===== config.mk =====
export PLATFORM = sky130hd
export DESIGN_NAME = edf_col_cell
export DESIGN_NICKNAME = d
export VERILOG_FILES = /design/src/edf_pkg.sv /design/src/edf_col_cell.sv
export SDC_FILE = /design/constraint.sdc
export NUM_CORES = 1
export LEC_CHECK = 0
export BUFFER_PORTS_ARGS = -buffer_cell sky130_fd_sc_hd__buf_2
export CORE_ASPECT_RATIO = 0.8
export CORE_MARGIN = 5
export CORE_UTILIZATION = 40
export CTS_BUF_LIST = sky130_fd_sc_hd__clkbuf_8
export DETAILED_ROUTE_END_ITERATION = 8
export GPL_ROUTABILITY_DRIVEN = 0
export HOLD_SLACK_MARGIN = 0.06
export PLACE_DENSITY = 0.73
export SYNTH_ARGS = -nofsm -noshare
export SYNTH_HDL_FRONTEND = slang
export SYNTH_SLANG_ARGS = --single-unit
export TNS_END_PERCENT = 10

===== constraint.sdc =====
create_clock -name clk -period 0.95 [get_ports clk]
set_input_delay 0.095 -clock clk [delete_from_list [all_inputs] [get_ports clk]]
set_output_delay 0.095 -clock clk [all_outputs]
set_load 0.01 [all_outputs]

===== src/edf_pkg.sv =====
`timescale 1ns / 1ps
// ----------------------------------------------------------------------------
// edf_pkg
// Shared types and constants for the streaming 3x3 edge filter.
// ----------------------------------------------------------------------------
package edf_pkg;

    localparam int PIX_W       = 8;
    localparam int RESP_W      = 11;
    localparam int CFG_INDEX_W = 8;
    localparam int CFG_DATA_W  = 11;

    localparam logic [CFG_INDEX_W-1:0] REG_FRAME_WIDTH  = CFG_INDEX_W'(0);
    localparam logic [CFG_INDEX_W-1:0] REG_FRAME_HEIGHT = CFG_INDEX_W'(1);

    // one window column, top row first
    typedef struct packed {
        logic [PIX_W-1:0] top;
        logic [PIX_W-1:0] mid;
        logic [PIX_W-1:0] bot;
    } col_t;

endpackage


===== src/edf_col_cell.sv =====
`timescale 1ns / 1ps
// ----------------------------------------------------------------------------
// edf_col_cell
// One 3x3 window column; on shift loads its neighbor's column or the new one.
// ----------------------------------------------------------------------------
module edf_col_cell
    import edf_pkg::*;
(
    input  logic clk,
    input  logic rst_n,
    input  logic shift,
    input  col_t col_in,
    output col_t col_out
);

    col_t col_reg;
    col_t col_next;

    always_comb
    begin
        col_next = col_reg;
        if (shift)
        begin
            col_next = col_in;
        end
    end

    always_ff @(posedge clk or negedge rst_n)
    begin
        if (!rst_n)
        begin
            col_reg <= '0;
        end
        else
        begin
            col_reg <= col_next;
        end
    end

    assign col_out = col_reg;

endmodule


==> impl_metrics.ini, run 1 <==
[worst_setup_path]
start_kind = flop
crit_type = reg2out
r2r_start = col_out[11]
cp_slowest_stage_delay_ns = 0.40
cp_max_fo = 2
crit_chain = buf_2
worst_ep_arrival_time_ns = 0.80
critPathBufInv = 1
cp-endpoint = col_out[11]
path_depth = 1
path_delay_family = flip-flops
r2r_slack_ns = 0.17
worstSetupEndpointType = output port
crit_slowest_cell = dfrtp_1
r2r-end = col_out[11]
worstSetupStartpoint = col_out[11]
worstPathRequired_ns = 0.85
r2r_cells = 1

[drt]
wl_per_cell_um = 13.40
route.final.wire_length_mm = 2.158
ant_nets = 0
vias = 690
dr.pass1.iters = 2
drc = 0
drt-initial-drc-count = 15
vias_per_cell = 4.286

[grt]
grt_pass1_wl_mm = 3.415
grt_pass1_vias = 734
antenna_found_initial = 0
grt_use_total = 0.1301
overflow = 0
grt_max_degree = 25

[timing]
rsz0062_at_grt = no
tns_ns = 0
hold_viol_final = 0
worst_pin_slew_ns = 0.5213
fmax_mhz = 1112
slew-limit-headroom = 0.6525
period_needed_ns = 0.8996
setup-violations-final = 0
post-route-period-util = 0.9469
slew_viol_final = 0
worst_clock_skew_ns = 0

[floorplan]
initial_core_util = 0.4117
row_count = 16
fp.dieH_um = 54.66
die_w_um = 65.83
ios = 51
die-area_sq_mm = 0.003598
core_area_sq_mm = 0.002422

[synthesis]
synth_cells = 51
synth.most_common_cell = dfrtp_1
yosys_warnings = 0
ys.flop_type = dfrtp_1
ys_types = 5
synth_area_sq_um = 997.2
synth_seq_area_share = 0.6023
ys_top_cells_by_area = dfrtp_1, mux2_4, mux2_2, buf_12, buf_6
avgSynthCellArea_sq_um = 19.55
ys_top_cells_by_count = dfrtp_1, mux2_4, mux2_2
synth_top_area_frac = 0.6023
synth_edf_count = 0
synth.ff_latch_count = 24
async_reset_ff_frac = 1.000
syn-num-nets = 78
synth_largest_area_cell = dfrtp_1

[clock_tree]
htreeDepth = 1
post_cts_buffers = 0
clock_latency_ns = 0.26
clock_sinks = 24
cts_buffer_depth = 2
numCtsBuffers = 3
cts_tree = yes
clk_pin_slew_ns = 0.08
cts_root_buffer = clkbuf_8

[power_and_ir_drop]
power_density_mw_per_mm2 = 1524
totalPowerFinal_mw = 2.357
p_leak_nw = 0.7932
vdd_drop_max_mv = 0.9700

[place]
dpl.hpwl_mm = 1.538
numPortBuffers = 50

[min_path]
hp-class = in2reg

[finish]
layout.nets = 153
area_growth_pct = 55.08
antenna_cells = 0
postLayoutCoreUtil = 0.6384
drive_above_1_share = 0.6400
largest_reg_flops = 24

[outcome]
status = complete, no violations

[job]
max-cap-violations = 0
## logic make-up (layout without fill, tap and decap cells)
kind of cell	count (synthesis)	count (layout)	synth area share
buffers and inverters	3	77	0.05144
muxes	24	24	0.3463
DFF	24	24	0.6023
## power breakdown
| group | leakage [nW] | internal (mW) | switching [mW] | total (mW) |
|---|---|---|---|---|
| logic | 0.484 | 0.317 | 0.189 | 0.506 |
| registers | 0.281 | 1.12 | 0.0577 | 1.18 |
| clock network | 0.0288 | 0.369 | 0.301 | 0.671 |
## worst min path at each step
stage | start | endpoint | cells after the start
final | col_in[10] | col_out[10] | 2
after floorplan | rst_n | col_out[0] | 0
after detailed placement | rst_n | col_out[2] | 1
after global routing | col_in[6] | col_out[6] | 2
after global placement | rst_n | col_out[0] | 1
after CTS | col_in[17] | col_out[17] | 2
## layout by cell type, fill, tap and decap left out, drive strengths merged
master / instances
buf: 52
dfrtp: 24
mux2: 24
dlygate4sd3: 21
clkbuf: 4
## layout make-up
type                       instances  area, sq um
fill                             195        875.8
sequential                        24        600.6
timing repair buffer              73        500.5
multi-input combinational         24        345.3
clock buffer                       4        55.05
tap                               36        45.04
## routing by layer
layer,global-route usage,vias up,part of all wire
met5,0,-,0
met4,0.03103,0,0.0037
met3,0.05133,2,0.067
met2,0.2396,27,0.51
met1,0.1423,337,0.41
li1,-,324,-
## timing repair
| action | CTS | global route |
|---|---|---|
| hold buffers | 13 | 8 |
| endpoints found under the hold margin | 36 | 8 |
| endpoints found under the setup margin | 0 | 0 |
| gates resized for setup | 0 | 0 |
## through the flow
step	std cells	cell area (sq um)	setup WS [ns]	hold WS [ns]
2_1_floorplan	51	997.2	0.1707	-0.2006
3_3_place_gp	136	1281	0.06726	0.09628
3_5_place_dp	136	1281	0.03524	0.1022
4_1_cts	153	1466	0.04343	0.06105
5_1_grt	161	1546	0.007151	0.06051
6_report	161	1546	0.05042	0.06704
No activity file was read; power rests on OpenSTA's default activity.
==> inputs of run 2 (changes only) <==
--- a/config.mk
+++ b/config.mk
@@ -5,6 +5,7 @@
 export SDC_FILE = /design/constraint.sdc
 export NUM_CORES = 1
 export LEC_CHECK = 0
+export ABC_AREA = 1
 export BUFFER_PORTS_ARGS = -buffer_cell sky130_fd_sc_hd__buf_2
 export CORE_ASPECT_RATIO = 0.8
 export CORE_MARGIN = 5
==> run 2 against run 1 <==
Against the previous run:
- non-clock buffer count increased by 4
- critical endpoint is now col_out[0]
- cell count increased by 27%
- clock skew unchanged
- combinational power decreased by 16%
- first-iteration DRC count increased by 120%
- critical path depth unchanged
- core utilization decreased by 0.98 points
- sequential power about the same
- sequential cell count unchanged
==> impl_metrics.ini, run 2 <==
[outcome]
status = complete, no violations

[power_and_ir_drop]
p_leak_nw = 0.8515
power_density_mw_per_mm2 = 1442
vdd_drop_max_mv = 1.049

[timing]
rsz0062_at_grt = no
period_needed_ns = 0.8988
worst_clock_skew_ns = 0
worst_pin_slew_ns = 0.5130
fmax_mhz = 1113
slew_viol_final = 0
setup-violations-final = 0
post-route-period-util = 0.9461
slew-limit-headroom = 0.6580
hold_viol_final = 0
tns_ns = 0

[worst_setup_path]
path_depth = 1
r2r_start = col_out[22]
cp_slowest_stage_delay_ns = 0.40
r2r_slack_ns = 0.32
r2r-end = col_out[22]
crit_type = reg2out
path_delay_family = flip-flops
cp-endpoint = col_out[0]
crit_slowest_cell = dfrtp_1
worstSetupStartpoint = col_out[0]
r2r_cells = 2
start_kind = flop
critPathBufInv = 1
worstSetupEndpointType = output port
cp_max_fo = 2
crit_chain = buf_2
worst_ep_arrival_time_ns = 0.80
worstPathRequired_ns = 0.85

[floorplan]
row_count = 16
core_area_sq_mm = 0.002382
die_w_um = 65.19
ios = 51
initial_core_util = 0.4091
die-area_sq_mm = 0.003530
fp.dieH_um = 54.15

[synthesis]
ys_types = 7
synth_top_family_by_area = simple AND/OR/NAND/NOR gates
synthSimpleGateAreaFrac = 0.3030
synth_top_area_frac = 0.6162
synth_compound_area_frac = 0
synth_seq_area_share = 0.6162
synth_largest_area_cell = dfrtp_1
ys_top_cells_by_area = dfrtp_1, nand2_1, nand2_2, buf_6, buf_12
ys_top_cells_by_count = nand2_1, dfrtp_1, nand2_2
synth_area_sq_um = 974.7
synth.ff_latch_count = 24
synth_xor_xnor_area_share = 0
syn-num-nets = 129
synth_edf_count = 0
avgSynthCellArea_sq_um = 9.556
synth.most_common_cell = nand2_1
ys.flop_type = dfrtp_1
synth_cells = 102
yosys_warnings = 0
synth-adder-area-share = 0
synth.mux.area_fraction = 0
async_reset_ff_frac = 1.000

[place]
numPortBuffers = 50
dpl.hpwl_mm = 1.613

[drt]
dr.pass1.iters = 4
vias_per_cell = 4.309
wl_per_cell_um = 11.19
drc = 0
route.final.wire_length_mm = 2.283
drt-initial-drc-count = 33
vias = 879
ant_nets = 0

[finish]
postLayoutCoreUtil = 0.6287
area_growth_pct = 53.66
drive_above_1_share = 0.3729
final_common_cell = nand2_1
antenna_cells = 0
largest_reg_flops = 24
layout.nets = 206
layout_common_cells = nand2_1, buf_2, dlygate4sd3_1, dfrtp_1, nand2_2

[grt]
overflow = 0
grt_max_degree = 25
antenna_found_initial = 0
grt_pass1_wl_mm = 3.726
grt_use_total = 0.1410
grt_pass1_vias = 884

[clock_tree]
numCtsBuffers = 3
clock_latency_ns = 0.26
clk_pin_slew_ns = 0.08
cts_tree = yes
clock_sinks = 24
htreeDepth = 1
cts_root_buffer = clkbuf_8
cts_buffer_depth = 2
post_cts_resized = 0

[min_path]
hp-class = in2reg
worstHoldPathCells = 3

[job]
max-cap-violations = 0
==> run 2: cell types whose count changed after synthesis <==
cell and delta:
buf_12 -1, buf_6 +2, clkbuf_8 +1, inv_8 +1, mux2_2 -4, mux2_4 -20, nand2_1 +62, nand2_2 +10
==> run 2: report_power, final <==
| group | switching (mW) | internal (mW) | leakage [nW] |
|---|---|---|---|
| Clock | 0.285 | 0.283 | 0.0216 |
| Sequential | 0.0532 | 1.11 | 0.292 |
| Combinational | 0.209 | 0.217 | 0.538 |
| Total | 0.547 | 1.61 | 0.852 |
==> run 2: metal layers <==
layer / GRT usage / routed length, um
met1: 0.1545 / 943
met2: 0.2672 / 1147
met3: 0.05428 / 192
met4: 0.02069 / 0
met5: 0 / 0
==> run 2: timing repair <==
action	4_1_cts	5_1_grt
endpoints found under the hold margin	48	0
buffers inserted	0	0
hold buffers	25	0
==> run 2: through the flow <==
stage / cell area [sq um] / total power, mW / worst slack, ns / instances / hold WS, ns
after CTS: 1498 / 2.195 / 0.03689 / 204 / 0.1682
after floorplan: 974.7 / 1.369 / 0.3284 / 102 / -0.2006
after global placement: 1206 / 1.530 / 0.2501 / 176 / 0.09526
final: 1498 / 2.159 / 0.05117 / 204 / 0.1704
after detailed placement: 1206 / 1.541 / 0.2203 / 176 / 0.1096
after global routing: 1498 / 2.275 / 0.02190 / 204 / 0.1777
==> run 2: worst min-delay path by stage <==
stage,start,endpoint,slack (ns)
floorplan,rst_n,col_out[0],-0.20
global placement,rst_n,col_out[12],0.1
detailed placement,rst_n,col_out[1],0.11
CTS,shift,col_out[14],0.17
global route,shift,col_out[16],0.18
finish,shift,col_out[14],0.17
==> run 2: kinds of logic after synthesis <==
| logic type | Yosys count |
|---|---|
| AND/OR/NAND/NOR | 72 |
| flip-flops | 24 |
| buffers and inverters | 6 |
==> run 2: area by class of cell <==
cell class                      count  area (sq um)
Fill cell                         203         884.6
Sequential cell                    24         600.6
Timing Repair Buffer               77         515.5
Multi-Input combinational cell     72         295.3
Clock buffer                        3         41.29
Tap cell                           27         33.78
Inverter                            1         11.26
