<file path="src/edf_pkg.sv">
`timescale 1ns / 1ps
// ----------------------------------------------------------------------------
// edf_pkg
// Shared types and constants for the streaming 3x3 edge filter.
// ----------------------------------------------------------------------------
package edf_pkg;

    localparam int PIX_W       = 8;
    localparam int RESP_W      = 11;
    localparam int CFG_INDEX_W = 8;
    localparam int CFG_DATA_W  = 11;

    localparam logic [CFG_INDEX_W-1:0] REG_FRAME_WIDTH  = CFG_INDEX_W'(0);
    localparam logic [CFG_INDEX_W-1:0] REG_FRAME_HEIGHT = CFG_INDEX_W'(1);

    // one window column, top row first
    typedef struct packed {
        logic [PIX_W-1:0] top;
        logic [PIX_W-1:0] mid;
        logic [PIX_W-1:0] bot;
    } col_t;

endpackage

</file>
<file path="src/edf_kernel.sv">
`timescale 1ns / 1ps
// ----------------------------------------------------------------------------
// edf_kernel
// Laplacian and horizontal Sobel sums over the window, into the output
// register.
// ----------------------------------------------------------------------------
module edf_kernel
    import edf_pkg::*;
(
    input  logic                     clk,
    input  logic                     rst_n,
    input  col_t                     c0,
    input  col_t                     c1,
    input  col_t                     c2,
    input  logic                     win_valid,
    input  logic                     win_last,
    output logic                     win_ready,
    output logic                     out_valid,
    input  logic                     out_ready,
    output logic signed [RESP_W-1:0] laplace_raw,
    output logic [PIX_W-1:0]         laplace_byte,
    output logic signed [RESP_W-1:0] sobel_raw,
    output logic                     edge_mask,
    output logic                     frame_last
);

    localparam int SUM_W = RESP_W + 1;

    logic signed [SUM_W-1:0]  lap_sum;
    logic signed [SUM_W-1:0]  sob_sum;
    logic                     valid_reg;
    logic                     valid_next;
    logic signed [RESP_W-1:0] lap_reg;
    logic signed [RESP_W-1:0] sob_reg;
    logic                     last_reg;
    logic                     load;

    always_comb
    begin
        lap_sum = signed'(SUM_W'(c1.top)) + signed'(SUM_W'(c0.mid))
                + signed'(SUM_W'(c2.mid)) + signed'(SUM_W'(c1.bot))
                - signed'(SUM_W'({c1.mid, 2'b00}));
        sob_sum = (signed'(SUM_W'(c2.top)) - signed'(SUM_W'(c0.top)))
                + (signed'(SUM_W'({c2.mid, 1'b0})) - signed'(SUM_W'({c0.mid, 1'b0})))
                + (signed'(SUM_W'(c2.bot)) - signed'(SUM_W'(c0.bot)));
    end

    assign win_ready = !valid_reg || out_ready;
    assign load      = win_valid && win_ready;

    always_comb
    begin
        valid_next = valid_reg;
        if (load)
        begin
            valid_next = 1'b1;
        end
        else if (out_ready)
        begin
            valid_next = 1'b0;
        end
    end

    always_ff @(posedge clk or negedge rst_n)
    begin
        if (!rst_n)
        begin
            valid_reg <= 1'b0;
        end
        else
        begin
            valid_reg <= valid_next;
        end
    end

    always_ff @(posedge clk)
    begin
        if (load)
        begin
            lap_reg  <= lap_sum[RESP_W-1:0];
            sob_reg  <= sob_sum[RESP_W-1:0];
            last_reg <= win_last;
        end
    end

    assign out_valid    = valid_reg;
    assign laplace_raw  = lap_reg;
    assign laplace_byte = lap_reg[PIX_W-1:0];
    assign sobel_raw    = sob_reg;
    assign edge_mask    = |sob_reg[PIX_W-1:0];
    assign frame_last   = last_reg;

endmodule

</file>
<file path="config.mk">
export PLATFORM = sky130hd
export DESIGN_NAME = edf_kernel
export DESIGN_NICKNAME = d
export VERILOG_FILES = /design/src/edf_pkg.sv /design/src/edf_kernel.sv
export SDC_FILE = /design/constraint.sdc
export NUM_CORES = 1
export LEC_CHECK = 0
export ABC_AREA = 0
export BUFFER_PORTS_ARGS = -buffer_cell sky130_fd_sc_hd__buf_4
export CAP_MARGIN = 10
export CORE_MARGIN = 3
export CORE_UTILIZATION = 55
export DETAILED_ROUTE_END_ITERATION = 8
export PLACE_DENSITY = 0.94
export SLEW_MARGIN = 20
export SYNTH_ARGS = -nofsm -noshare
export SYNTH_HDL_FRONTEND = slang
export SYNTH_SLANG_ARGS = --single-unit
</file>
<file path="constraint.sdc">
create_clock -name clk -period 4.5 [get_ports clk]
set_clock_uncertainty 0.05 [all_clocks]
set_input_delay 0.9 -clock clk [delete_from_list [all_inputs] [get_ports clk]]
set_output_delay 0.9 -clock clk [all_outputs]
set_load 0.005 [all_outputs]
</file>
==> results.txt, run 1 <==
----------------------------------------------------
[Floorplanning]
  Ports ... about 110
  Die extent in x ... approximately 86 µm
  Die Ht ... roughly 86 µm
  Initial core utilization ... slightly below 60%
  Core Footprint ... 0.00603 mm²
  Total Die Area ... about 0.0073 mm²
  Number of core rows ... 28

[Synth]
  Top-area cell type share of the netlist area ... approximately a fifth
  Most area-hungry cell type in the Yosys netlist ... sky130_fd_sc_hd__edfxtp_1
  Share of the yosys chip area belonging to registers ... slightly above 20%
  Post-synth EDFFs ... 23
  Syn_nets ... ~530
  Leading post-synthesis cells by cell area ... sky130_fd_sc_hd__edfxtp_1 (20%), sky130_fd_sc_hd__fa_1 (20%), sky130_fd_sc_hd__ha_1 (18%), sky130_fd_sc_hd__inv_1 (10%), sky130_fd_sc_hd__xnor2_1 (5.5%)
  Synthesized area per cell ... ~9.5 µm²
  Distinct cell type count of the synthesized netlist ... 36
  Ys flop type ... sky130_fd_sc_hd__edfxtp_1
  Warning count from the yosys run ... 0
  Gate count after technology mapping ... about 370
  Flop and latch count out of synthesis ... 24
  Netlist area before placement ... about 0.0035 mm²
  Proportion of register bits with asynchronous set or reset after synthesis ... between 4 and 5%

[Drt]
  DRC viols ... 0
  Count of TritonRoute iterations in the first routing pass ... 4
  WL/cell ... approximately 16 µm
  Vias ... approximately 3,000
  Sum of routed wire length over all layers ... 8.74 mm
  DRT iter0 DRCs ... roughly 180
  Vias per cell ... approximately 5.4
  Detail Route Antenna Nets ... 0

[Global route]
  Pin count of the biggest net entering global routing ... 24
  Vias in the first global route ... around 3,200
  Total grt overflow ... 0
  Overall Global Routing Usage ... 24.8%
  First-pass GRT wire length ... 14.5 mm
  Number of antenna violations at the first check in global routing ... 0

[Power and ir drop]
  PD cells ... 490 mW/mm²
  Static Leakage ... approximately 2.3 nW
  Largest vdd supply drop ... roughly 0.00036 V
  Overall Power ... around 2.2 mW

[Cells and area]
  Antenna diode count ... 0
  Finished Layout Cells ... 552
  Share of final-layout standard cells stronger than drive strength 1 ... between 20% and 30%
  Layout overhead on the synthesized area ... 27.9%
  Post-layout net count ... approximately 640
  Fin area ... between 0.004 and 0.005 mm²

[Run status]
  Status ... finished, final reports clean

[Timing]
  Final worst-path cycle share ... 96.9%
  Achievable Freq ... between 0.2 and 0.25 GHz
  Final min period ... 4360 ps
  Worst Tran Pin Value ... roughly 1100 ps
  Max-slew violation total from the final report ... 0
  Worst hold margin ... ~310 ps
  RSZ-0062 raised after global routing ... false
  Final Hold Vio Count ... 0
  Slack of the critical path ... 140 ps
  Final setup viols ... 0
  Max_slew headroom ... between 20 and 30%

[Setup path]
  Critical path capture point type ... register
  Setup Crit Path Kind ... primary input to register
  Kind of cell adding the most delay to the critical path ... adder cells
  Chain of cells forming the critical path ... buf_4 -> ha_1 -> fa_1 -> nand2b_1 -> a21boi_1 -> nor3_1 -> or2_2 -> fa_1 -> inv_1 -> ha_1 -> and2_1 -> a2111oi_4 -> o21bai_1 -> a21oi_1 -> xnor2_1
  Worst Path Max Fanout ... 4
  Maximum single-stage delay on the critical path ... between 500 and 600 ps
  Worst EP required ... 4480 ps
  Crit-path slowest cell ... sky130_fd_sc_hd__fa_1
  Critical path launch point type ... primary input
  Critical path buffers and inverters ... 2
  Worst Path Arrival ... ~4300 ps

[Flow run]
  Max Cap Violations ... 0

[CTS]
  Root Buffer Master ... sky130_fd_sc_hd__clkbuf_8
  CTS tree ... yes
  Clock latency of the later-clocked register in the worst-skew pair ... between 200 and 300 ps
  Buffers inserted during post-CTS setup optimization ... 0
  # clock sinks ... 24
  Cts bufs inserted ... 3
  CTS clock-pin slew for the worst setup and hold paths ... roughly 100 ps
  CTS H-tree depth ... 1
  Worst-case clock buffer depth ... 2

[Placed design]
  Placement Setup Slack ... -93.1 ps
  Estimated wirelength of the detail-placed design ... about 7.1 mm
  Count of input and output buffers ... 110
  Post-placement cell count ... around 550
  Placed inst area ... 0.00437 mm²
  Global placement routability congestion ... between 0.8 and 0.9

[Worst hold path]
  HP Class ... primary input to async pin

----------------------------------------------------
## per-stage QoR
step / TNS (ps) / util [%]
after detailed placement: -240 / 72.5
after global placement: 0 / 72.5
after global routing: 0 / 73.8
final: 0 / 73.8
after CTS: 0 / 73.7
after floorplan: 0 / -
## synthesized netlist by cell type (2+ instances only)
library cell                number
sky130_fd_sc_hd__nor2b_1         4
sky130_fd_sc_hd__and2_1          2
sky130_fd_sc_hd__o41a_1          3
sky130_fd_sc_hd__xor2_1         11
sky130_fd_sc_hd__o2111ai_1       4
sky130_fd_sc_hd__nand2_1        10
sky130_fd_sc_hd__o21ai_0         7
sky130_fd_sc_hd__o21a_1          3
sky130_fd_sc_hd__and3_4          2
sky130_fd_sc_hd__a21o_1          7
sky130_fd_sc_hd__o21ai_1         2
sky130_fd_sc_hd__xnor2_1        22
sky130_fd_sc_hd__inv_1          96
sky130_fd_sc_hd__o41ai_1         3
sky130_fd_sc_hd__nor2_1         24
sky130_fd_sc_hd__o21bai_1        2
sky130_fd_sc_hd__nor3_1         11
sky130_fd_sc_hd__buf_4           8
sky130_fd_sc_hd__ha_1           49
sky130_fd_sc_hd__nand2b_1        5
sky130_fd_sc_hd__fa_1           34
sky130_fd_sc_hd__nor4_1          2
sky130_fd_sc_hd__nand3_1        10
sky130_fd_sc_hd__edfxtp_1       23
sky130_fd_sc_hd__a21oi_1        11
sky130_fd_sc_hd__a2111oi_4       2
## registers in the layout, summed over array words and instances, names as in the netlist
signal and count:
sobel_raw 11, laplace_raw 11, frame_last 1, out_valid 1
## what timing repair did
action | 4_1_cts | 5_1_grt
hold buffers | 0 | 0
gates resized for setup | 0 | 2
endpoints found under the setup margin | 0 | 3
## cell usage in the layout (no fill, tap or decap), types with 3 or more instances in the layout
cell,netlist,final
sky130_fd_sc_hd__xnor2_1,22,22
sky130_fd_sc_hd__clkbuf_8,0,3
sky130_fd_sc_hd__inv_1,96,96
sky130_fd_sc_hd__nand2b_1,5,5
sky130_fd_sc_hd__o2111ai_1,4,4
sky130_fd_sc_hd__nor3_1,11,11
sky130_fd_sc_hd__edfxtp_1,23,23
sky130_fd_sc_hd__a21o_1,7,7
sky130_fd_sc_hd__o21ai_0,7,7
sky130_fd_sc_hd__o21a_1,3,3
sky130_fd_sc_hd__nor2b_1,4,4
sky130_fd_sc_hd__nor2_1,24,24
sky130_fd_sc_hd__ha_1,49,49
sky130_fd_sc_hd__a21oi_1,11,11
sky130_fd_sc_hd__fa_1,34,34
sky130_fd_sc_hd__nand3_1,10,10
sky130_fd_sc_hd__xor2_1,11,11
sky130_fd_sc_hd__buf_4,8,114
sky130_fd_sc_hd__nand2_1,10,10
sky130_fd_sc_hd__o41a_1,3,3
## power breakdown
group | leakage [nW] | internal (mW) | switching, mW
registers | 0.229 | 0.410 | 0.0428
clock network | 0.0357 | 0.119 | 0.0827
logic | 2.06 | 0.743 | 0.781
## per-layer routing
metal | up-vias | routed length (µm) | global-route usage (%)
met5 | - | 0 | 0
met4 | 0 | 330 | 10.1
met3 | 30 | 530 | 3.36
met2 | 119 | 4980 | 48.7
met1 | 1420 | 2900 | 26.2
li1 | 1405 | - | -
## area by class of cell
| type | instances | area [µm²] |
|---|---|---|
| clock buffer | 3 | 41.3 |
| clock inverter | 1 | 30.0 |
| fill | 414 | 1580 |
| inverter | 96 | 360 |
| multi-input combinational | 239 | 2350 |
| sequential | 24 | 716 |
| tap | 75 | 93.8 |
| timing repair buffer | 114 | 856 |
## kinds of logic (layout without fill, tap and decap cells)
group / Yosys count / in the layout / share of synthesized area (%)
XOR/XNOR: 33 / 33 / 8.31
adder cells (fa/ha/maj): 83 / 83 / 37.2
buffers and inverters: 104 / 214 / 12.1
AND/OR/NAND/NOR: 74 / 74 / 10.5
flip-flops: 24 / 24 / 20.6
AO/OA/AOI/OAI: 49 / 49 / 11.3
## path summary, 6_finish.rpt
kind	from	to	slack (ps)	cells past startpoint
hold / removal	rst_n	out_valid	310	1
setup reg to reg	out_valid	sobel_raw[2]	2670	2
min in group clk	out_valid	out_valid	510	2
max in group asynchronous	rst_n	out_valid	4010	1
setup / recovery	c0[8]	sobel_raw[8]	140	15
hold reg to reg	out_valid	out_valid	510	2
No activity file was read; power rests on OpenSTA's default activity.
==> inputs of run 2 (changes only) <==
PLACE_DENSITY = 0.85   (was 0.94)
==> results.txt, run 2 (synthesized netlist as in run 1, its figures left out) <==
----------------------------------------------------
[Run status]
  Status ... finished, final reports clean

[Global route]
  Number of antenna violations at the first check in global routing ... 0 (unchanged)
  Overall Global Routing Usage ... 21.9% (-2.9 points)
  Total grt overflow ... 0 (unchanged)
  First-pass GRT wire length ... 13.2 mm (-9.0%)
  Vias in the first global route ... 3,098 (-2.2%)
  Pin count of the biggest net entering global routing ... 24 (unchanged)

[Power and ir drop]
  PD cells ... 463 mW/mm² (-5.5%)
  Overall Power ... 2.05 mW (-6.0%)
  Largest vdd supply drop ... 0.000328 V (-9.9%)
  Static Leakage ... 2.31 nW (-0.47%)

[Timing]
  Final min period ... 4290 ps (-74.6 ps)
  Achievable Freq ... 0.233 GHz (+1.7%)
  Final Hold Vio Count ... 0 (unchanged)
  Final worst-path cycle share ... 95.2% (-1.7 points)
  Final setup viols ... 0 (unchanged)
  RSZ-0062 raised after global routing ... false
  Max_slew headroom ... 61.9% (+36 points)
  Slack of the critical path ... 214 ps (+74.6 ps)
  Worst Tran Pin Value ... 571 ps (-539 ps)
  Max-slew violation total from the final report ... 0 (unchanged)

[CTS]
  Worst-case clock buffer depth ... 2 (unchanged)
  Root Buffer Master ... sky130_fd_sc_hd__clkbuf_8
  CTS hold repair buffers ... 0 (unchanged)
  CTS H-tree depth ... 1 (unchanged)
  CTS tree ... yes
  CTS clock-pin slew for the worst setup and hold paths ... 90 ps (about the same)
  Cts bufs inserted ... 3 (unchanged)
  Clock latency of the later-clocked register in the worst-skew pair ... 270 ps (-20 ps)
  # clock sinks ... 24 (unchanged)

[Cells and area]
  Antenna diode count ... 0 (unchanged)
  Leading cell types in the layout, fill and taps excluded ... sky130_fd_sc_hd__buf_4 (115), sky130_fd_sc_hd__inv_1 (96), sky130_fd_sc_hd__ha_1 (49), sky130_fd_sc_hd__fa_1 (34), sky130_fd_sc_hd__nor2_1 (24)
  Most common library cell in the layout ignoring fill and taps ... sky130_fd_sc_hd__buf_4
  Core occupancy in the finished layout ... 73.4% (-0.42 points)
  Share of final-layout standard cells stronger than drive strength 1 ... 26.8% (-0.056 points)
  Post-layout net count ... 639 (+0.16%)
  Layout overhead on the synthesized area ... 27.1%

[Drt]
  Sum of routed wire length over all layers ... 7.79 mm (-11%)
  Detail Route Antenna Nets ... 0 (unchanged)
  WL/cell ... 14.1 µm (-11%)
  DRT iter0 DRCs ... 125 (-32%)
  Vias per cell ... 5.16 (-4.2%)
  DRC viols ... 0 (unchanged)
  Count of TritonRoute iterations in the first routing pass ... 4 (unchanged)
  Vias ... 2,853 (-4.1%)

[Setup path]
  Start of the worst register-to-register path ... out_valid
  Endpoint of the worst-slack reg-to-reg timing path ... sobel_raw[8]
  Critical path buffers and inverters ... 2 (unchanged)
  Maximum single-stage delay on the critical path ... 510 ps (about the same)
  Crit-path slowest cell ... sky130_fd_sc_hd__fa_1
  Worst Path Arrival ... 4260 ps (-80 ps)
  Worst reg-to-reg path cell count ... 2 (unchanged)
  Slack of the worst reg-to-reg path ... 3060 ps (+390 ps)
  Setup Crit Path Kind ... primary input to register
  Chain of cells forming the critical path ... buf_4 -> ha_1 -> fa_1 -> nand2b_1 -> a21boi_1 -> nor3_1 -> or2_2 -> fa_1 -> inv_1 -> ha_1 -> and3_4 -> a2111oi_4 -> o21ai_1 -> a21oi_1 -> xnor2_1
  Critical path launch point type ... primary input
  Kind of cell adding the most delay to the critical path ... adder cells
  Critical path capture point type ... register
  Worst Path Max Fanout ... 6 (+2)
  Critical path depth in cells ... 15 (unchanged)
  Worst EP required ... 4480 ps (about the same)

[Worst hold path]
  HP Class ... primary input to async pin

[Placed design]
  Estimated wirelength of the detail-placed design ... 6.90 mm (-3.4%)
  Count of input and output buffers ... 110 (unchanged)
  Placement Setup Slack ... -128 ps (-34.5 ps)
  Global placement routability congestion ... 0.879 (+8.4%)

[Floorplanning]
  Die extent in x ... 85.5 µm (unchanged)
  Die Ht ... 85.5 µm (unchanged)
  Total Die Area ... 0.00731 mm² (unchanged)
  Number of core rows ... 28 (unchanged)
  Ports ... 111 (unchanged)
  Core Footprint ... 0.00603 mm² (unchanged)
  Initial core utilization ... 57.7% (unchanged)

[Flow run]
  Max Cap Violations ... 0 (unchanged)

----------------------------------------------------
-- run 2: how the worst max path moves through the flow --
| stage | from | to | slack, ps |
|---|---|---|---|
| final | c0[8] | sobel_raw[10] | 210 |
| after global routing | c2[0] | sobel_raw[9] | 20 |
| after CTS | c0[8] | sobel_raw[10] | 150 |
| after detailed placement | c0[8] | sobel_raw[10] | -130 |
| after global placement | c0[8] | sobel_raw[10] | 40 |
| after floorplan | c2[8] | sobel_raw[10] | 230 |
-- run 2: timing repair --
action                                  in CTS  in global routing
resized for setup                            0                  1
endpoints found under the setup margin       0                  2
buffers inserted                             0                  0
-- run 2: layout make-up --
| cell class | count | area [µm²] |
|---|---|---|
| well taps | 75 | 93.8 |
| repair buffers | 115 | 863 |
| fillers | 440 | 1610 |
| flip-flops and latches | 24 | 716 |
| clock buffers | 3 | 41.3 |
| clock inverters | 1 | 3.75 |
| inverters | 96 | 360 |
| multi-input cells | 239 | 2340 |
-- run 2: stage by stage --
stage	std cells	hold WS, ps	setup TNS [ps]	area [µm²]
final	553	330	0	4420
after global routing	553	326	0	4420
after CTS	553	331	0	4420
after detailed placement	549	475	-214	4370
after global placement	549	462	0	4370
after floorplan	367	487	0	3480
-- run 2: routing by layer --
metal / share of wire (%) / track usage, % / wire, µm / vias to the layer above
li1: - / - / - / 1407
met1: 37 / 24.1 / 2910 / 1357
met2: 57 / 44.4 / 4400 / 74
met3: 4.4 / 2.31 / 345 / 15
met4: 1.7 / 5.18 / 133 / 0
met5: 0 / 0 / 0 / -
-- run 2: power by group --
group | internal, mW | switching [mW]
Combinational | 0.732 | 0.729
Clock | 0.0613 | 0.0740
Sequential | 0.410 | 0.0418
Total | 1.20 | 0.845
==> inputs of run 3 (changes only) <==
CORE_ASPECT_RATIO = 2   (was default)
==> results.txt, run 3 (synthesized netlist as in run 1, its figures left out) <==
----------------------------------------------------
[Run status]
  Status ... finished, final reports clean

[Setup path]
  Worst reg-to-reg path cell count ... 2 (unchanged)
  Crit-path slowest cell ... sky130_fd_sc_hd__fa_1
  Slack of the worst reg-to-reg path ... 2720 ps (-340 ps)
  Kind of cell adding the most delay to the critical path ... adder cells
  Endpoint of the worst-slack reg-to-reg timing path ... sobel_raw[5]
  Maximum single-stage delay on the critical path ... 500 ps (about the same)
  Critical path buffers and inverters ... 2 (unchanged)
  Chain of cells forming the critical path ... buf_4 -> ha_1 -> fa_1 -> nand2b_1 -> a21boi_1 -> nor3_1 -> or2_2 -> fa_1 -> inv_1 -> ha_1 -> and3_4 -> a2111oi_4 -> o21ai_1 -> a21oi_1 -> xnor2_1
  Critical path launch point type ... primary input
  Worst Path Arrival ... 4210 ps (-50 ps)
  Setup Crit Path Kind ... primary input to register
  Worst setup startpoint ... c0[8]
  Critical Path Sink ... sobel_raw[10]
  Critical path depth in cells ... 15 (unchanged)
  Worst EP required ... 4460 ps (-20 ps)
  Critical path capture point type ... register
  Worst Path Max Fanout ... 6 (unchanged)
  Start of the worst register-to-register path ... out_valid

[Cells and area]
  Post-layout net count ... 639 (unchanged)
  Share of final-layout standard cells stronger than drive strength 1 ... 26.8% (unchanged)
  Layout overhead on the synthesized area ... 28.7%
  Most common library cell in the layout ignoring fill and taps ... sky130_fd_sc_hd__buf_4
  Core occupancy in the finished layout ... 73.9% (+0.52 points)
  Antenna diode count ... 0 (unchanged)
  Leading cell types in the layout, fill and taps excluded ... sky130_fd_sc_hd__buf_4 (115), sky130_fd_sc_hd__inv_1 (96), sky130_fd_sc_hd__ha_1 (49), sky130_fd_sc_hd__fa_1 (34), sky130_fd_sc_hd__nor2_1 (24)
  Fin area ... 0.00447 mm² (+1.2%)
  Finished Layout Cells ... 562 (+1.6%)

[Floorplanning]
  Total Die Area ... 0.00737 mm² (+0.79%)
  Core Footprint ... 0.00606 mm² (+0.50%)
  Die Ht ... 118 µm (+39%)
  Number of core rows ... 40 (+43%)
  Ports ... 111 (unchanged)
  Initial core utilization ... 57.4% (-0.29 points)
  Die extent in x ... 62.2 µm (-27%)

[Placed design]
  Estimated wirelength of the detail-placed design ... 6.69 mm (-2.9%)
  Count of input and output buffers ... 110 (unchanged)
  Global placement routability congestion ... 0.891 (+1.4%)
  Placed inst area ... 0.00439 mm² (+0.26%)
  Post-placement cell count ... 558 (+1.6%)

[Power and ir drop]
  Net switching power ... 0.811 mW (-4.1%)
  PD cells ... 466 mW/mm² (+0.63%)
  Combinational fraction of design power ... 68.3% (-3.0 points)
  Largest vdd supply drop ... 0.000302 V (-7.9%)
  Share of total power in sequential cells ... 21.6% (-0.5 points)
  Clock Power Share ... 10.1% (+3.5 points)
  Static Leakage ... 2.33 nW (+0.88%)
  Switching part of the total power ... 38.9% (-2.4 points)
  Internal ... 1.28 mW (+6.0%)

[Drt]
  Vias ... 2,882 (+1.0%)
  WL/cell ... 13.5 µm (-4.4%)
  DRT iter0 DRCs ... 78 (-38%)
  Sum of routed wire length over all layers ... 7.57 mm (-2.9%)
  Count of TritonRoute iterations in the first routing pass ... 5 (+1)
  DRC viols ... 0 (unchanged)
  Detail Route Antenna Nets ... 0 (unchanged)
  Vias per cell ... 5.13 (-0.60%)

[CTS]
  Worst-case clock buffer depth ... 2 (unchanged)
  Cts bufs inserted ... 3 (unchanged)
  CTS tree ... yes
  Buffers inserted during post-CTS setup optimization ... 0 (unchanged)
  CTS clock-pin slew for the worst setup and hold paths ... 60 ps (-30 ps)
  Clock latency of the later-clocked register in the worst-skew pair ... 260 ps (about the same)
  CTS H-tree depth ... 1 (unchanged)
  Root Buffer Master ... sky130_fd_sc_hd__clkbuf_16
  CTS-repair resized insts ... 0 (unchanged)
  CTS hold repair buffers ... 0 (unchanged)
  # clock sinks ... 24 (unchanged)

[Global route]
  Overall Global Routing Usage ... 22.1% (+0.18 points)
  Number of antenna violations at the first check in global routing ... 0 (unchanged)
  Pin count of the biggest net entering global routing ... 24 (unchanged)
  Vias in the first global route ... 3,180 (+2.6%)
  First-pass GRT wire length ... 13.2 mm (+0.31%)
  Total grt overflow ... 0 (unchanged)

[Timing]
  Final Hold Vio Count ... 0 (unchanged)
  Worst hold margin ... 354 ps (+23.6 ps)
  Max_slew headroom ... 27.4% (-35 points)
  Final worst-path cycle share ... 94.4% (-0.86 points)
  RSZ-0062 raised after global routing ... false
  Worst Tran Pin Value ... 1090 ps (+518 ps)
  Achievable Freq ... 0.235 GHz (+0.91%)
  Final setup viols ... 0 (unchanged)
  Final min period ... 4250 ps (-38.6 ps)
  Max-slew violation total from the final report ... 0 (unchanged)
  Final sum of negative setup slack ... 0 ps (unchanged)

[Worst hold path]
  HP Class ... primary input to async pin

[Flow run]
  Max Cap Violations ... 0 (unchanged)

----------------------------------------------------
run 3: worst min path at each step:
stage / endpoint / slack, ps
global placement: out_valid / 470
detailed placement: out_valid / 480
global route: out_valid / 350
CTS: out_valid / 350
finish: out_valid / 350
floorplan: out_valid / 490
run 3: layer usage:
layer	up-vias	routed length, µm	track usage [%]	part of all wire [%]
met1	1365	2460	19.9	32
met5	-	0	0	0
met2	83	4630	46.9	61
met3	26	212	2.09	2.8
li1	1408	-	-	-
met4	0	272	9.56	3.6
run 3: per-stage QoR:
| stage | power [mW] | setup slack [ps] |
|---|---|---|
| 6_report | 2.09 | 253 |
| 5_1_grt | 2.29 | 60.1 |
| 4_1_cts | 2.09 | 178 |
| 3_5_place_dp | 1.88 | -71.4 |
| 3_3_place_gp | 1.80 | 51.8 |
| 2_1_floorplan | 1.45 | 229 |
run 3: power by group through the flow:
stage | clock network, mW | logic (mW) | registers (mW)
final | 0.210 | 1.43 | 0.451
after global routing | 0.218 | 1.60 | 0.466
after CTS | 0.209 | 1.43 | 0.453
after detailed placement | 0 | 1.42 | 0.455
after global placement | 0 | 1.35 | 0.452
after floorplan | 0 | 0.992 | 0.457
run 3: cell type report:
class	count	area [µm²]
multi-input combinational	239	2340
fill	450	1580
timing repair buffer	115	863
sequential	24	716
inverter	96	360
tap	84	105
clock buffer	4	88.8
run 3: worst reg2reg max path: cells and delay by family, from the launching register on:
kind          cells  cell delay, ps
flops             1             380
simple gates      2             970
